<file path="config.mk">
export PLATFORM = sky130hd
export DESIGN_NAME = voxel_ray_traversal_unit
export DESIGN_NICKNAME = d
export VERILOG_FILES = /design/src/rtl/vrt_pkg.sv /design/src/rtl/vrt_div.sv /design/src/rtl/vrt_datapath.sv /design/src/rtl/vrt_ctrl.sv /design/src/rtl/voxel_ray_traversal_unit.sv
export SDC_FILE = /design/constraint.sdc
export NUM_CORES = 2
export LEC_CHECK = 0
export ABC_AREA = 0
export ABC_CLOCK_PERIOD_IN_PS = 11250
export BUFFER_PORTS_ARGS = -buffer_cell sky130_fd_sc_hd__buf_2
export CELL_PAD_IN_SITES_DETAIL_PLACEMENT = 1
export CELL_PAD_IN_SITES_GLOBAL_PLACEMENT = 1
export CORE_ASPECT_RATIO = 0.6
export CORE_MARGIN = 8
export CORE_UTILIZATION = 50
export DETAILED_ROUTE_END_ITERATION = 6
export PLACE_DENSITY_LB_ADDON = 0.3
export SYNTH_ARGS = -nofsm -noshare
export SYNTH_HDL_FRONTEND = slang
export SYNTH_SLANG_ARGS = --single-unit
</file>
<file path="constraint.sdc">
create_clock -name i_clk -period 11.25 [get_ports i_clk]
set_input_delay 0.5625 -clock i_clk [delete_from_list [all_inputs] [get_ports i_clk]]
set_output_delay 0.5625 -clock i_clk [all_outputs]
set_load 0.02 [all_outputs]
</file>
<file path="src/rtl/vrt_pkg.sv">
// shared types and constants of the voxel ray traversal unit
package vrt_pkg;

    localparam int IDX_W = 24;
    localparam int T_W = 40;
    localparam int SIZE_W = 32;
    localparam int T_FRAC = 32;

    localparam logic [T_W-1:0] CROSS_MAX = {T_W{1'b1}};
    localparam logic [T_W-1:0] T_ONE = T_W'(1) << T_FRAC;
    localparam logic [SIZE_W-1:0] MIN_SIZE = SIZE_W'(256);
    localparam logic [SIZE_W-1:0] SIZE_RESET = SIZE_W'(65536);

    typedef enum logic [1:0] {
        S_IDLE,
        S_FLOOR,
        S_TDIV,
        S_WALK
    } t_state;

    typedef struct packed {
        logic load;
        logic tdiv_start;
        logic walk_init;
        logic walk_step;
    } t_cmd;

    typedef struct packed {
        logic div_done;
        logic walk_end;
    } t_stat;

endpackage

</file>
<file path="src/rtl/vrt_div.sv">
// restoring long divider, one quotient bit per cycle
module vrt_div #(
    parameter int NW = 40,
    parameter int DW = 33
) (
    input  logic                     i_clk,
    input  logic                     i_rst_n,
    input  logic                     i_start,
    input  logic [DW-1:0]            i_rem0,
    input  logic [DW-1:0]            i_den,
    input  logic [NW-1:0]            i_num,
    input  logic [$clog2(NW+1)-1:0]  i_steps,
    output logic [NW-1:0]            o_quo,
    output logic [DW-1:0]            o_rem,
    output logic                     o_done
);
    localparam int CW = $clog2(NW + 1);

    logic [DW-1:0] r_rem;
    logic [DW-1:0] r_den;
    logic [NW-1:0] r_num;
    logic [NW-1:0] r_quo;
    logic [CW-1:0] r_cnt;
    logic          r_run;
    logic          r_done;
    logic [DW:0]   sh;
    logic          ge;

    assign sh = {r_rem, r_num[NW-1]};
    assign ge = sh >= {1'b0, r_den};

    always_ff @(posedge i_clk) begin
        if (!i_rst_n) begin
            r_run  <= 1'b0;
            r_done <= 1'b0;
            r_cnt  <= '0;
        end else begin
            r_done <= 1'b0;
            if (i_start) begin
                r_run <= 1'b1;
                r_cnt <= i_steps;
            end else if (r_run) begin
                r_cnt <= r_cnt - CW'(1);
                if (r_cnt == CW'(1)) begin
                    r_run  <= 1'b0;
                    r_done <= 1'b1;
                end
            end
        end
    end

    always_ff @(posedge i_clk) begin
        if (i_start) begin
            r_rem <= i_rem0;
            r_den <= i_den;
            r_num <= i_num;
            r_quo <= '0;
        end else if (r_run) begin
            r_rem <= ge ? DW'(sh - {1'b0, r_den}) : sh[DW-1:0];
            r_num <= r_num << 1;
            r_quo <= {r_quo[NW-2:0], ge};
        end
    end

    assign o_quo  = r_quo;
    assign o_rem  = r_rem;
    assign o_done = r_done;
endmodule

</file>
<file path="src/rtl/vrt_datapath.sv">
// setup dividers, traversal registers and result registers
module vrt_datapath #(
    parameter int MAX_VOXELS = 64,
    parameter int COORD_WIDTH = 32
) (
    input  logic                          i_clk,
    input  logic                          i_rst_n,
    input  vrt_pkg::t_cmd                 i_cmd,
    output vrt_pkg::t_stat                o_stat,
    input  logic                          i_size_we,
    input  logic [vrt_pkg::SIZE_W-1:0]    i_size,
    input  logic signed [COORD_WIDTH-1:0] i_org [3],
    input  logic signed [COORD_WIDTH-1:0] i_end [3],
    output logic [vrt_pkg::IDX_W-1:0]     o_vox [3],
    output logic                          o_last,
    output logic                          o_truncated,
    output logic                          o_valid
);
    localparam int NW = (COORD_WIDTH > 40) ? COORD_WIDTH : 40;
    localparam int DW = (COORD_WIDTH + 1 > 33) ? COORD_WIDTH + 1 : 33;
    localparam int SW = $clog2(NW + 1);
    localparam int KW = $clog2(MAX_VOXELS + 1);
    localparam int IW = vrt_pkg::IDX_W;
    localparam int TW = vrt_pkg::T_W;
    localparam int ZW = vrt_pkg::SIZE_W;

    logic [ZW-1:0] r_voxel_size;
    logic [ZW-1:0] r_size_eff;
    logic [ZW-1:0] size_eff;
    logic [KW-1:0] r_count;

    logic signed [COORD_WIDTH-1:0] r_o [3];
    logic signed [COORD_WIDTH-1:0] r_e [3];
    logic [IW-1:0] r_cur [3];
    logic [IW-1:0] r_endv [3];
    logic [TW-1:0] r_nc [3];
    logic [TW-1:0] r_cs [3];
    logic          r_neg [3];
    logic          r_sat0 [3];
    logic          r_sat1 [3];
    logic [6:0]    done_vec;

    logic [IW-1:0] r_vox [3];
    logic          r_last;
    logic          r_trunc;
    logic          r_valid;

    logic [TW:0]   sum [3];
    logic [2:0]    sel;
    logic [TW-1:0] tmin;
    logic          at_end, stop, trunc;

    assign size_eff = (r_voxel_size < vrt_pkg::MIN_SIZE) ? vrt_pkg::MIN_SIZE : r_voxel_size;

    always_ff @(posedge i_clk) begin
        if (!i_rst_n) begin
            r_voxel_size <= vrt_pkg::SIZE_RESET;
        end else if (i_size_we) begin
            r_voxel_size <= i_size;
        end
    end

    always_ff @(posedge i_clk) begin
        if (i_cmd.load) begin
            r_size_eff <= size_eff;
        end
    end

    assign done_vec[6] = 1'b1;

    for (genvar a = 0; a < 3; a++) begin : g_axis
        logic [COORD_WIDTH-1:0] uo, ue;
        logic [NW-1:0] q0, q1;
        logic [DW-1:0] rm0, rm1;
        logic          dn0, dn1;
        logic          st0, st1;
        logic [DW-1:0] rz0, rz1, den;
        logic [NW-1:0] nm0, nm1;
        logic [SW-1:0] steps;
        logic signed [COORD_WIDTH:0] d;
        logic          dneg;
        logic [COORD_WIDTH:0] ad;
        logic [ZW-1:0] ro, rs;
        logic [32:0]   bnd;
        logic [32:0]   xs;
        logic [IW-1:0] io, ie;

        assign uo = i_org[a][COORD_WIDTH-1] ? ~i_org[a] : i_org[a];
        assign ue = i_end[a][COORD_WIDTH-1] ? ~i_end[a] : i_end[a];

        assign d    = (COORD_WIDTH+1)'(r_e[a]) - (COORD_WIDTH+1)'(r_o[a]);
        assign dneg = d[COORD_WIDTH];
        assign ad   = dneg ? (COORD_WIDTH+1)'(-d) : (COORD_WIDTH+1)'(d);

        assign rs   = rm0[ZW-1:0];
        assign ro   = r_o[a][COORD_WIDTH-1] ? (r_size_eff - ZW'(1) - rs) : rs;
        assign io   = r_o[a][COORD_WIDTH-1] ? ~q0[IW-1:0] : q0[IW-1:0];
        assign ie   = r_e[a][COORD_WIDTH-1] ? ~q1[IW-1:0] : q1[IW-1:0];
        assign bnd  = dneg ? {1'b0, ro} : ({1'b0, r_size_eff} - {1'b0, ro});
        assign xs   = {1'b0, r_size_eff};

        assign st0 = i_cmd.load || i_cmd.tdiv_start;
        assign st1 = st0;
        assign den = i_cmd.load ? DW'(size_eff) : DW'(ad);
        assign rz0 = i_cmd.load ? '0 : DW'(bnd >> 8);
        assign rz1 = i_cmd.load ? '0 : DW'(xs >> 8);
        assign nm0 = i_cmd.load ? (NW'(uo) << (NW - COORD_WIDTH))
                                : (NW'({bnd[7:0], 32'b0}) << (NW - 40));
        assign nm1 = i_cmd.load ? (NW'(ue) << (NW - COORD_WIDTH))
                                : (NW'({xs[7:0], 32'b0}) << (NW - 40));
        assign steps = i_cmd.load ? SW'(COORD_WIDTH) : SW'(40);

        vrt_div #(.NW(NW), .DW(DW)) u_div0 (
            .i_clk(i_clk), .i_rst_n(i_rst_n), .i_start(st0), .i_rem0(rz0), .i_den(den),
            .i_num(nm0), .i_steps(steps), .o_quo(q0), .o_rem(rm0), .o_done(dn0)
        );

        vrt_div #(.NW(NW), .DW(DW)) u_div1 (
            .i_clk(i_clk), .i_rst_n(i_rst_n), .i_start(st1), .i_rem0(rz1), .i_den(den),
            .i_num(nm1), .i_steps(steps), .o_quo(q1), .o_rem(rm1), .o_done(dn1)
        );

        assign done_vec[2*a]   = dn0;
        assign done_vec[2*a+1] = dn1 && (rm1 == rm1);

        always_ff @(posedge i_clk) begin
            if (i_cmd.load) begin
                r_o[a] <= i_org[a];
                r_e[a] <= i_end[a];
            end
            if (i_cmd.tdiv_start) begin
                r_cur[a]  <= io;
                r_endv[a] <= ie;
                r_neg[a]  <= dneg;
                r_sat0[a] <= (DW+1)'(bnd >> 8) >= (DW+1)'(ad);
                r_sat1[a] <= (DW+1)'(xs >> 8) >= (DW+1)'(ad);
            end
            if (i_cmd.walk_init) begin
                r_nc[a] <= r_sat0[a] ? vrt_pkg::CROSS_MAX : q0[TW-1:0];
                r_cs[a] <= r_sat1[a] ? vrt_pkg::CROSS_MAX : q1[TW-1:0];
            end else if (i_cmd.walk_step && sel[a]) begin
                r_nc[a]  <= sum[a][TW] ? vrt_pkg::CROSS_MAX : sum[a][TW-1:0];
                r_cur[a] <= r_neg[a] ? (r_cur[a] - IW'(1)) : (r_cur[a] + IW'(1));
            end
        end
    end

    always_comb begin
        for (int k = 0; k < 3; k++) begin
            sum[k] = {1'b0, r_nc[k]} + {1'b0, r_cs[k]};
        end
        tmin = r_nc[0];
        if (r_nc[1] < tmin) tmin = r_nc[1];
        if (r_nc[2] < tmin) tmin = r_nc[2];
        at_end = (r_cur[0] == r_endv[0]) && (r_cur[1] == r_endv[1]) &&
                 (r_cur[2] == r_endv[2]);
        stop  = at_end || (tmin > vrt_pkg::T_ONE);
        trunc = !stop && ((KW+1)'(r_count) + (KW+1)'(1) >= (KW+1)'(MAX_VOXELS));
        if (r_nc[0] < r_nc[1]) begin
            sel = (r_nc[0] < r_nc[2]) ? 3'b001 : 3'b100;
        end else begin
            sel = (r_nc[1] < r_nc[2]) ? 3'b010 : 3'b100;
        end
    end

    always_ff @(posedge i_clk) begin
        if (!i_rst_n) begin
            r_count <= '0;
            r_valid <= 1'b0;
        end else begin
            r_valid <= i_cmd.walk_step;
            if (i_cmd.walk_init) begin
                r_count <= '0;
            end else if (i_cmd.walk_step) begin
                r_count <= r_count + KW'(1);
            end
        end
    end

    always_ff @(posedge i_clk) begin
        if (i_cmd.walk_step) begin
            r_vox   <= r_cur;
            r_last  <= stop || trunc;
            r_trunc <= trunc;
        end
    end

    assign o_stat.div_done = &done_vec;
    assign o_stat.walk_end = stop || trunc;
    assign o_vox       = r_vox;
    assign o_last      = r_last;
    assign o_truncated = r_trunc;
    assign o_valid     = r_valid;
endmodule

</file>
<file path="src/rtl/vrt_ctrl.sv">
// sequencing state machine of the voxel ray traversal unit
module vrt_ctrl (
    input  logic           i_clk,
    input  logic           i_rst_n,
    input  logic           i_start,
    input  vrt_pkg::t_stat i_stat,
    output vrt_pkg::t_cmd  o_cmd,
    output logic           o_busy
);
    vrt_pkg::t_state r_state, n_state;

    always_ff @(posedge i_clk) begin
        if (!i_rst_n) begin
            r_state <= vrt_pkg::S_IDLE;
        end else begin
            r_state <= n_state;
        end
    end

    always_comb begin
        n_state = r_state;
        unique case (r_state)
            vrt_pkg::S_IDLE:  if (i_start) n_state = vrt_pkg::S_FLOOR;
            vrt_pkg::S_FLOOR: if (i_stat.div_done) n_state = vrt_pkg::S_TDIV;
            vrt_pkg::S_TDIV:  if (i_stat.div_done) n_state = vrt_pkg::S_WALK;
            vrt_pkg::S_WALK:  if (i_stat.walk_end) n_state = vrt_pkg::S_IDLE;
            default:          n_state = vrt_pkg::S_IDLE;
        endcase
    end

    always_comb begin
        o_cmd  = '0;
        o_busy = 1'b1;
        unique case (r_state)
            vrt_pkg::S_IDLE: begin
                o_busy     = 1'b0;
                o_cmd.load = i_start;
            end
            vrt_pkg::S_FLOOR: o_cmd.tdiv_start = i_stat.div_done;
            vrt_pkg::S_TDIV:  o_cmd.walk_init = i_stat.div_done;
            vrt_pkg::S_WALK:  o_cmd.walk_step = 1'b1;
            default:          o_busy = 1'b0;
        endcase
    end
endmodule

</file>
<file path="src/rtl/voxel_ray_traversal_unit.sv">
// top level of the voxel ray traversal unit
// Takes one ray segment per start (accepted when start is high and busy low) and
// strobes out, one per cycle on o_valid, every voxel it crosses from origin to end.
// Setup runs two rounds of bit-serial division, first for the voxel indices and
// then for the crossing parameters; the walk then gives one voxel per cycle, up
// to MAX_VOXELS. Results cannot be held off: each is valid for exactly one cycle.
// The next ray may be started in the cycle that shows the last voxel of the
// previous one.
module voxel_ray_traversal_unit #(
    parameter int MAX_VOXELS = 64,
    parameter int COORD_WIDTH = 32
) (
    input  logic                          i_clk,
    input  logic                          i_rst_n,
    input  logic                          i_voxel_size_we,
    input  logic [31:0]                   i_voxel_size,
    input  logic                          start,
    output logic                          busy,
    input  logic signed [COORD_WIDTH-1:0] i_origin_x,
    input  logic signed [COORD_WIDTH-1:0] i_origin_y,
    input  logic signed [COORD_WIDTH-1:0] i_origin_z,
    input  logic signed [COORD_WIDTH-1:0] i_end_x,
    input  logic signed [COORD_WIDTH-1:0] i_end_y,
    input  logic signed [COORD_WIDTH-1:0] i_end_z,
    output logic                          o_valid,
    output logic signed [23:0]            o_voxel_x,
    output logic signed [23:0]            o_voxel_y,
    output logic signed [23:0]            o_voxel_z,
    output logic                          o_last,
    output logic                          o_truncated
);
    vrt_pkg::t_cmd  cmd;
    vrt_pkg::t_stat stat;
    logic signed [COORD_WIDTH-1:0] org [3];
    logic signed [COORD_WIDTH-1:0] fin [3];
    logic [vrt_pkg::IDX_W-1:0]     vox [3];

    assign org = '{i_origin_x, i_origin_y, i_origin_z};
    assign fin = '{i_end_x, i_end_y, i_end_z};

    vrt_ctrl u_ctrl (
        .i_clk(i_clk), .i_rst_n(i_rst_n), .i_start(start), .i_stat(stat),
        .o_cmd(cmd), .o_busy(busy)
    );

    vrt_datapath #(.MAX_VOXELS(MAX_VOXELS), .COORD_WIDTH(COORD_WIDTH)) u_dp (
        .i_clk(i_clk), .i_rst_n(i_rst_n), .i_cmd(cmd), .o_stat(stat),
        .i_size_we(i_voxel_size_we), .i_size(i_voxel_size),
        .i_org(org), .i_end(fin), .o_vox(vox), .o_last(o_last),
        .o_truncated(o_truncated), .o_valid(o_valid)
    );

    assign o_voxel_x = vox[0];
    assign o_voxel_y = vox[1];
    assign o_voxel_z = vox[2];
endmodule

</file>
==> metrics.md <==
| Metric | Value |
|---|---|
| Outcome | finished clean |
| Power per Cell Area | 365 mW/mm^2 |
| CP max stage cell | nor4_1 |
| Port Buffer Count | 303 |
| Worst Setup EP | u_dp.r_sat0[0][0] |
| Initial antenna violation count | 64 |
| Critical path depth | 28 |
| Final global-route overflow total | 0 |
| Rel. slew slack | 3.58% |
| Wire length per cell | 30.6 um |
| Worst R2R End | u_dp.r_sat0[0][0] |
| RSZ-0062 raised after global routing | no |
| Inst Count DP | 14200 |
| Nets | 12900 |
| Clock-pin slew on the worst setup and hold paths | 0.08 ns |
| Library cells used by synthesis | 107 |
| Synth cell count leaders | 1108 x edfxtp_1, 1075 x nor2_1, 995 x ha_1 |
| Post-synth EDFFs | 1108 |
| Largest net degree at the start of global routing | 217 |
| Cts repair resizes | 0 |
| Most common cell in the netlist | edfxtp_1 |
| IO Count | 304 |
| Post-synthesis sequential area ratio | 38.8% |
| Worst hold path type | primary input to flop |
| Reg power frac | 21.9% |
| FFs w/ async S/R, synth | 0% |
| Clk network pwr share | 13.3% |
| Yosys warns | 0 |
| Logic pwr share | 64.7% |
| Critical path peak fanout | 9 |
| First-pass GRT wire length | 651000 um |
| Reg2reg path depth | 28 |
| Worst hold margin | 0.0354 ns |
| Max-capacitance violation count | 0 |
| Yosys reg bits | 1510 |
| Iteration-0 DRC Markers | 11700 |
| P_leak | 49.0 nW |
| Net Sw Frac | 50.5% |
| Top FF cell, synth | edfxtp_1 |
| Area leader, netlist | edfxtp_1 |
| Max stage delay on crit path | 0.88 ns |
| Achievable Freq | 98.8 MHz |
| Slew at the pin closest to its max-slew limit | 1.44 ns |
| Kind of start point of the critical path | flop |
| WS Path Type | flop to flop |
| Fraction of layout cells with a size suffix above 1 | 8.54% |
| Overall global routing resource usage | 37.6% |
| Vias per cell | 6.53 |
| Synth area leaders | edfxtp_1 31%, ha_1 12%, dfxtp_1 7.6%, xnor2_1 5.2%, a21oi_1 4.4% |
| CP Data Arrival Time | 10.82 ns |
| Hold path cells | 3 |
| Cells after Synth | 11300 |
| Max-slew violations | 0 |
| Pre-antenna DRT Iters | 6 |
| Syn Area/Cell | 9.42 sq um |
| Share of the synthesized area in the top cell type | 31.3% |
| DIE HEIGHT | 373 um |
| CTS Sinks | 1510 |
| Final HPWL DP | 336000 um |
| Area Overhead vs Synth | 11.7% |
| Clock Path Buffers | 4 |
| CTS tree | built |
| Launching point of the worst reg2reg path | u_dp.r_size_eff[7] |
| Final ANT Viol Nets | 0 |
| Final Skew | 0.0771 ns |
| Placer Congestion | 1.03 |
| Final Cycle Share | 90.0% |
| Starting Density | 50.2% |
| Routed wire length | 449000 um |
| Die Width | 612 um |
| Final setup vio count | 0 |
| Setup TNS | 0 ns |
| Crit path buffers/inverters | 0 |
| CP Launch Point | u_dp.r_size_eff[7] |
| Net Switching | 0.0219 W |
| Fin cells | 14700 |
| DRC Markers | 0 |
| Clock root cell | clkbuf_16 |
| Inserted Clock Buffers | 165 |
| H-tree depth | 4 |
| Worst endpoint required time | 11.95 ns |
| Die footprint | 0.228 sq mm |
| Clock latency on the worst-skew pair | 0.86 ns |
| Largest delay share family, worst path | compound AO/OA/AOI/OAI gates |
| Internal | 0.0215 W |
| Synthesized cell area | 0.106 sq mm |
| Number of global-route vias before repair | 95600 |
| Via count | 95900 |
| Final Hold Fails | 0 |
| Core area | 0.212 sq mm |
| CP endpoint kind | flop |
| Post-route minimum period | 10.12 ns |
| Maximum vdd drop | 0.308 mV |
| Reg-to-reg slack, setup | 1.13 ns |
| Cell row count | 131 |
| Syn Nets | 12500 |
-- flip-flops by register name, summed over array words and instances, names as in the netlist, 18 cells and up --
register and flops:
u_dp.r_o 96, u_dp.g_axis.u_div0.o_rem 99, u_dp.g_axis.u_div0.o_quo 120, u_dp.g_axis.u_div0.r_cnt 18, u_dp.g_axis.u_div0.r_den 99, u_dp.g_axis.u_div1.r_num 96
u_dp.o_vox 72, u_dp.g_axis.u_div0.r_num 96, u_dp.r_size_eff 32, u_dp.r_cur 72, u_dp.r_endv 72, u_dp.g_axis.u_div1.o_rem 99
u_dp.r_e 96, u_dp.r_voxel_size 32, u_dp.r_cs 120, u_dp.r_nc 120, u_dp.g_axis.u_div1.r_cnt 18, u_dp.g_axis.u_div1.o_quo 120
-- tightest hold or removal path: cells and delay by family --
| family | cells | cell delay [ns] |
|---|---|---|
| buffers and inverters | 1 | 0.08 |
| muxes | 1 | 0.06 |
| and+or+nand+nor | 1 | 0.11 |
-- cell type report --
| type | count | area (sq um) |
|---|---|---|
| Antenna cell | 19 | 47.5 |
| Clock buffer | 208 | 4520 |
| Clock inverter | 86 | 936 |
| Fill cell | 23900 | 93300 |
| Inverter | 589 | 2240 |
| Multi-Input combinational cell | 8729 | 61300 |
| Sequential cell | 1510 | 41300 |
| Tap cell | 2859 | 3580 |
| Timing Repair Buffer | 677 | 4860 |
-- worst min path at each step --
stage                                          startpoint                              end
after global routing                     i_voxel_size[11]            u_dp.r_voxel_size[11]
final                                     i_voxel_size[1]             u_dp.r_voxel_size[1]
after CTS                                 i_voxel_size[6]             u_dp.r_voxel_size[6]
after floorplan           u_dp.g_axis[0].u_div1.o_quo[39]  u_dp.g_axis[0].u_div1.o_quo[39]
after global placement    u_dp.g_axis[2].u_div1.o_quo[39]  u_dp.g_axis[2].u_div1.o_quo[39]
after detailed placement  u_dp.g_axis[2].u_div0.o_quo[39]  u_dp.g_axis[2].u_div0.o_quo[39]
-- metal layers --
layer | vias up | wire [um] | GRT usage [%]
li1 | 42000 | - | -
met4 | 14 | 11100 | 8.77
met5 | - | 94 | 0
met1 | 48200 | 198000 | 55.1
met3 | 689 | 66700 | 16.6
met2 | 4966 | 173000 | 50.2
-- through the flow --
step / area, sq um / total power, W / utilization, % / worst slack [ns]
3_3_place_gp: 111000 / 0.0349 / 52.5 / 1.93
2_1_floorplan: 106000 / 0.0275 / - / 3.07
4_1_cts: 119000 / 0.0420 / 56.0 / 1.63
6_report: 119000 / 0.0433 / 56.0 / 1.13
3_5_place_dp: 111000 / 0.0360 / 52.5 / 1.63
5_1_grt: 119000 / 0.0456 / 56.0 / 1.05
-- cell families after synthesis --
group / after synthesis / synth area share [%]
xor+xnor: 1064 / 8.76
mux: 403 / 3.79
simple gates: 3187 / 14.5
buf+inv: 1061 / 3.76
flops: 1510 / 38.8
compound gates: 3059 / 18.3
fa+ha+maj: 1016 / 12.1
-- placed cells by master, fill, tap and decap left out, types with 161 or more instances in the layout --
master / Yosys / routed
nor2_1: 1075 / 1057
buf_4: 0 / 170
clkbuf_16: 0 / 168
o21ai_0: 688 / 672
ha_1: 995 / 994
xnor2_1: 637 / 635
buf_2: 9 / 303
nand3_1: 310 / 310
inv_1: 585 / 582
a21oi_1: 931 / 931
nor2b_1: 161 / 161
mux2i_1: 400 / 400
xor2_1: 427 / 423
nor3_1: 221 / 221
a21o_1: 381 / 381
edfxtp_1: 1108 / 1108
dfxtp_1: 402 / 396
nand2_1: 592 / 590
dlygate4sd3_1: 0 / 201
-- power groups by stage --
stage / Sequential (W) / Combinational [W] / Clock [W]
after floorplan: 0.00901 / 0.0184 / 0
after global placement: 0.00940 / 0.0255 / 0
after detailed placement: 0.00946 / 0.0265 / 0
after CTS: 0.00937 / 0.0269 / 0.00576
after global routing: 0.00955 / 0.0300 / 0.00599
final: 0.00951 / 0.0281 / 0.00578
-- what timing repair did --
item                                   4_1_cts  5_1_grt
endpoints found under the hold margin      201        0
hold buffers                               201        0
setup buffers                                0        0
No activity file was read; power rests on OpenSTA's default activity.
